$ cat config.mk
export PLATFORM = sky130hd
export DESIGN_NAME = cfp_ctrl
export DESIGN_NICKNAME = d
export VERILOG_FILES = /design/src/cfp_pkg.sv /design/src/cfp_ctrl.sv
export SDC_FILE = /design/constraint.sdc
export NUM_CORES = 1
export LEC_CHECK = 0
export BUFFER_PORTS_ARGS = -buffer_cell sky130_fd_sc_hd__buf_4
export CORE_UTILIZATION = 40
export CTS_CLUSTER_DIAMETER = 120
export DETAILED_ROUTE_END_ITERATION = 6
export PLACE_DENSITY = 0.72
export SYNTH_ARGS = -nofsm -noshare
export SYNTH_HDL_FRONTEND = slang
export SYNTH_SLANG_ARGS = --single-unit
$ cat constraint.sdc
create_clock -name clk_i -period 2.1 [get_ports clk_i]
set_input_delay 0.21 -clock clk_i [delete_from_list [all_inputs] [get_ports clk_i]]
set_output_delay 0.21 -clock clk_i [all_outputs]
set_load 0.02 [all_outputs]
$ cat src/cfp_pkg.sv
`default_nettype none
package cfp_pkg;

  localparam logic [1:0] CMD_START = 2'd0;
  localparam logic [1:0] CMD_PUSH  = 2'd1;
  localparam logic [1:0] CMD_PULL  = 2'd2;

  localparam logic [1:0] ST_OK      = 2'd0;
  localparam logic [1:0] ST_REFUSED = 2'd1;
  localparam logic [1:0] ST_EMPTY   = 2'd2;
  localparam logic [1:0] ST_TOOBIG  = 2'd3;

  localparam logic [31:0] PKT_MAGIC   = 32'hA5A5A5A5;
  localparam logic [7:0]  TYPE_HEADER = 8'h01;
  localparam logic [7:0]  TYPE_CHUNK  = 8'h02;
  localparam logic [31:0] CRC_POLY    = 32'hEDB88320;
  localparam logic [31:0] CRC_INIT    = 32'hFFFFFFFF;
  localparam int          HDR_BYTES   = 13;

  localparam logic [9:0] CHUNK_LEN_RESET = 10'd512;
  localparam logic       ADDR_CHUNK_LEN  = 1'b0;

  typedef enum logic [5:0] {
    S_IDLE   = 6'b000001,
    S_DIV    = 6'b000010,
    S_HEADER = 6'b000100,
    S_FILL   = 6'b001000,
    S_SEND   = 6'b010000,
    S_RESULT = 6'b100000
  } state_e;

  // controller -> datapath
  typedef struct packed {
    logic div_start;  // latch length/size, begin division
    logic div_step;
    logic open_frame;
    logic push;
    logic emit;       // advance emit position
    logic emit_last;
    logic chunk_done;
    logic load_out;
    logic [1:0] status;
    logic out_valid;
    logic from_chunk; // selects chunk packet, else header packet
  } ctrl_t;

  // datapath -> controller
  typedef struct packed {
    logic div_done;
    logic too_big;
    logic fill_full;  // push would overflow store
    logic chunk_end;  // this push closes the chunk
    logic hdr_last;
    logic pkt_last;
    logic bytes_zero;
  } stat_t;

  function automatic logic [31:0] crc_feed(input logic [31:0] crc, input logic [7:0] b);
    logic [31:0] c;
    c = crc ^ {24'd0, b};
    for (int k = 0; k < 8; k++) begin
      c = c[0] ? ((c >> 1) ^ CRC_POLY) : (c >> 1);
    end
    return c;
  endfunction

endpackage
`default_nettype wire

$ cat src/cfp_ctrl.sv
`default_nettype none
module cfp_ctrl (
  input  wire logic          clk_i,
  input  wire logic          rst_ni,
  input  wire logic          in_go_i,
  input  wire logic [1:0]    cmd_i,
  input  wire logic          out_busy_i,
  input  wire cfp_pkg::stat_t stat_i,
  output cfp_pkg::ctrl_t     ctrl_o,
  output logic               in_ready_o
);

  cfp_pkg::state_e state_q, state_d;

  assign in_ready_o = !out_busy_i && (state_q != cfp_pkg::S_DIV);

  always_comb begin
    ctrl_o = '0;
    state_d = state_q;
    if (state_q == cfp_pkg::S_DIV) begin
      ctrl_o.div_step = 1'b1;
      if (stat_i.div_done) begin
        ctrl_o.load_out = 1'b1;
        if (stat_i.too_big) begin
          ctrl_o.status = cfp_pkg::ST_TOOBIG;
          state_d = cfp_pkg::S_IDLE;
        end else begin
          ctrl_o.open_frame = 1'b1;
          state_d = cfp_pkg::S_HEADER;
        end
      end
    end else if (in_go_i) begin
      ctrl_o.load_out = 1'b1;
      unique case (cmd_i)
        cfp_pkg::CMD_START: begin
          if (state_q == cfp_pkg::S_IDLE) begin
            ctrl_o.load_out = 1'b0;
            ctrl_o.div_start = 1'b1;
            state_d = cfp_pkg::S_DIV;
          end else begin
            ctrl_o.status = cfp_pkg::ST_REFUSED;
          end
        end
        cfp_pkg::CMD_PUSH: begin
          if (state_q != cfp_pkg::S_FILL || stat_i.fill_full) begin
            ctrl_o.status = cfp_pkg::ST_REFUSED;
          end else begin
            ctrl_o.push = 1'b1;
            if (stat_i.chunk_end) state_d = cfp_pkg::S_SEND;
          end
        end
        cfp_pkg::CMD_PULL: begin
          if (state_q == cfp_pkg::S_HEADER) begin
            ctrl_o.out_valid = 1'b1;
            ctrl_o.emit = 1'b1;
            if (stat_i.hdr_last) begin
              ctrl_o.emit_last = 1'b1;
              state_d = stat_i.bytes_zero ? cfp_pkg::S_IDLE : cfp_pkg::S_FILL;
            end
          end else if (state_q == cfp_pkg::S_SEND) begin
            ctrl_o.out_valid = 1'b1;
            ctrl_o.emit = 1'b1;
            ctrl_o.from_chunk = 1'b1;
            if (stat_i.pkt_last) begin
              ctrl_o.emit_last = 1'b1;
              ctrl_o.chunk_done = 1'b1;
              state_d = stat_i.bytes_zero ? cfp_pkg::S_IDLE : cfp_pkg::S_FILL;
            end
          end else begin
            ctrl_o.status = cfp_pkg::ST_EMPTY;
          end
        end
        default: ctrl_o.status = cfp_pkg::ST_REFUSED;
      endcase
    end
  end

  always_ff @(posedge clk_i or negedge rst_ni) begin
    if (!rst_ni) begin
      state_q <= cfp_pkg::S_IDLE;
    end else begin
      state_q <= state_d;
    end
  end

  a_div_no_accept: assert property (@(posedge clk_i) disable iff (!rst_ni)
    state_q == cfp_pkg::S_DIV |-> !in_ready_o) else $error("accept during divide");
  a_start_div: assert property (@(posedge clk_i) disable iff (!rst_ni)
    ctrl_o.div_start |=> state_q == cfp_pkg::S_DIV) else $error("start lost");
  a_one_result: assert property (@(posedge clk_i) disable iff (!rst_ni)
    ctrl_o.div_start |-> !ctrl_o.load_out) else $error("start result early");

endmodule
`default_nettype wire

==> summary.txt <==
Outcome
  • Outcome: completed

Placed design
  • I/O Buffers: 25
  • Setup WS pre-CTS: 0.00761 ns
  • Post-detail-place hpwl: 1240 um
  • Area after DPL: 837 um^2
  • Final RePlAce weighted congestion: 0.813

Global route
  • First-pass GRT wire length: 2420 um
  • Largest net degree at the start of global routing: 8
  • Vias in the first global route: 598
  • GR Util met3: 0.0389
  • Antenna violations before repair: 0
  • Grt met2 use: 0.363
  • Total grt overflow: 0
  • GRT Util Overall: 0.226
  • Grt peak-use layer: met2
  • Met1 Use GR: 0.295

Power and ir drop
  • Internal Pwr Total: 0.593 mW
  • VDD IR max: 0.642 mV
  • Net Switching: 0.419 mW
  • Sequential power share: 0.201
  • Share of total power in combinational logic: 0.690
  • Sw frac: 0.414
  • Total chip power: 1.01 mW
  • Clock share of power: 0.109
  • Power density of the placed cells: 1050 nW/um^2
  • Leakage power: 0.495 nW

Route
  • Vias per cell: 5.19
  • Vias: 654
  • Drt wl/cell: 13.5 um
  • Final antenna-violating net count: 0
  • Total wire length: 1710 um
  • Iter 0 DRT Violations: 15
  • Drt first pass iters: 4
  • Post-route DRC: 0

Die
  • IO Count: 26
  • Row count: 13
  • Area of the core: 1320 um^2
  • Die X: 40.1 um
  • Die height: 40.1 um
  • Starting Density: 0.441
  • Die Footprint: 1610 um^2

Setup path
  • R2R depth: 6
  • Critical path's top delay family: simple AND/OR/NAND/NOR gates
  • Crit path arrival time: 2.21 ns
  • CP peak stage delay: 0.42 ns
  • Worst Setup Path Type: reg2reg
  • Req. time, crit path: 2.22 ns
  • Worst r2r src: state_q[1]$_DFFE_PN0P_
  • Worst Setup End Kind: flip-flop
  • Critical path buffers and inverters: 1
  • Critical path origin: state_q[1]$_DFFE_PN0P_
  • CP Cell Sequence: or2_4 -> or4_4 -> mux2i_2 -> a221oi_2 -> buf_4 -> mux2_4
  • Flop2flop setup slack: 0.002 ns
  • Reg2reg end: state_q[3]$_DFFE_PN0P_
  • Startpoint types: flip-flop
  • Slowest-stage cell, CP: or4_4
  • Top fanout value on the critical path: 5

Min path
  • Hold Startpoint: stat_i[5]
  • Worst Hold Path EP: state_q[2]$_DFFE_PN0P_
  • Hold Path Stages: 2
  • HP Class: in2reg

STA
  • Slew margin rel.: 0.755
  • Hold Fails Final Rpt: 0
  • Max Fclk: 477 MHz
  • Final Slew Violations: 0
  • Worst setup margin: 0.00211 ns
  • RSZ-0062 raised after global routing: true
  • Final hold slack: 0.213 ns
  • Fin crit period: 2.10 ns
  • Tcrit/Tclk final: 0.999
  • Setup violators final: 0
  • Slew @ Worst Pin: 0.363 ns
  • Setup Skew: 0.00633 ns

Synthesis
  • Mean Syn Cell Area: 8.06 um^2
  • Synth Area in Simple Gates: 0.304
  • Adder-cell share of the synthesized area: 0.108
  • Register area share after synthesis: 0.218
  • Distinct cells, synth: 34
  • Post-synthesis instance total: 72
  • Xor/xnor share of the synthesized area: 0.0151
  • Mapped Area: 581 um^2
  • Post-synth top flop: dfrtp_1
  • Flops & latches, synth: 5
  • Mux contribution to synthesized area: 0.0754
  • Synth Area in Compound Gates: 0.196
  • YS warnings: 0
  • Post-synth EDFFs: 0
  • Post-synth ARST share: 1.00
  • Syn_nets: 90
  • Combinational family with the most area after synthesis: simple AND/OR/NAND/NOR gates

Finish
  • Ratio of cells with drive above 1 in the final layout: 0.559
  • Final instance area: 963 um^2
  • Top flop regs: state_q: 5 flops
  • Area delta synth->final: 65.9%
  • Register area: 128 um^2
  • Fill cell count: 113
  • Area of the multi-input gates: 473 um^2
  • Most flops, register: state_q
  • Commonest non-fill, non-tap cell in the layout: buf_4
  • Most frequent cells in the layout: buf_4, nand2_1, inv_1
  • Final nets: 130
  • Antenna Diode Count: 0
  • Max FFs per register: 5

Clock network
  • Clk root buf: clkbuf_4
  • TritonCTS clock tree: yes
  • CTS Buf Count: 3
  • CTS Sinks: 5
  • CTS clock-pin slew for the worst setup and hold paths: 0.05 ns
  • H-tree Lvls: 1
  • Clk Latency, worst-skew pair: 0.24 ns
  • Maximum root-to-sink buffer count: 2

Flow run
  • Maxcap violations: 0
==> cell type report <==
class | instances | area share
repair buffers | 38 | 0.303
clock buffers | 4 | 0.0273
multi-input cells | 57 | 0.491
flip-flops and latches | 5 | 0.132
well taps | 15 | 0.0195
inverters | 7 | 0.0273
==> cell families (layout without fill, tap and decap cells) <==
logic type | count (synthesis) | count (layout)
AOI/OAI and AO/OA | 14 | 14
muxes | 4 | 4
buffers and inverters | 10 | 49
and+or+nand+nor | 33 | 33
adders and majority gates | 5 | 5
DFF | 5 | 5
xor gates and xnor gates | 1 | 1
==> metrics by stage <==
| stage | setup TNS [ns] | cells | util |
|---|---|---|---|
| global placement | 0 | 118 | 0.635 |
| CTS | 0 | 123 | 0.672 |
| floorplan | 0 | 72 | - |
| global route | -0.251 | 126 | 0.731 |
| finish | 0 | 126 | 0.731 |
| detailed placement | 0 | 118 | 0.635 |
==> worst max-delay path by stage <==
stage / depth (start not counted) / slack [ns] / to
2_1_floorplan: 5 / 0.05 / state_q[3]$_DFFE_PN0P_
3_3_place_gp: 6 / 0.05 / state_q[4]$_DFFE_PN0P_
3_5_place_dp: 6 / 0.008 / state_q[4]$_DFFE_PN0P_
4_1_cts: 6 / 0.0002 / ctrl_o[4]
5_1_grt: 8 / -0.06 / ctrl_o[2]
6_report: 6 / 0.002 / state_q[3]$_DFFE_PN0P_
==> what timing repair did <==
| action | 4_1_cts | 5_1_grt |
|---|---|---|
| setup buffers | 0 | 3 |
| pin swaps | 0 | 6 |
| gates resized for setup | 5 | 14 |
| endpoints found under the hold margin | 5 | 0 |
| endpoints found under the setup margin | 8 | 6 |
| hold buffers | 1 | 0 |
==> power groups by stage <==
stage / Clock [mW] / Combinational, mW / Sequential (mW)
finish: 0.111 / 0.698 / 0.204
global route: 0.124 / 0.757 / 0.210
CTS: 0.118 / 0.581 / 0.194
detailed placement: 0 / 0.549 / 0.193
global placement: 0 / 0.544 / 0.191
floorplan: 0 / 0.344 / 0.184
==> metal layers <==
layer,vias to the layer above,wire (um)
met1,299,769
met5,-,0
met2,22,861
met4,0,0
li1,333,-
met3,0,75
==> cell usage after synthesis, drive strengths merged, types with 3 or more instances <==
library cell / count / area [um^2]
nor2: 5 / 18.8
nand3: 3 / 15.0
ha: 5 / 62.6
dfrtp: 4 / 100
nand2: 9 / 33.8
mux2: 3 / 33.8
a21oi: 4 / 20.0
inv: 7 / 26.3
Power figures use the tool's default switching activity.
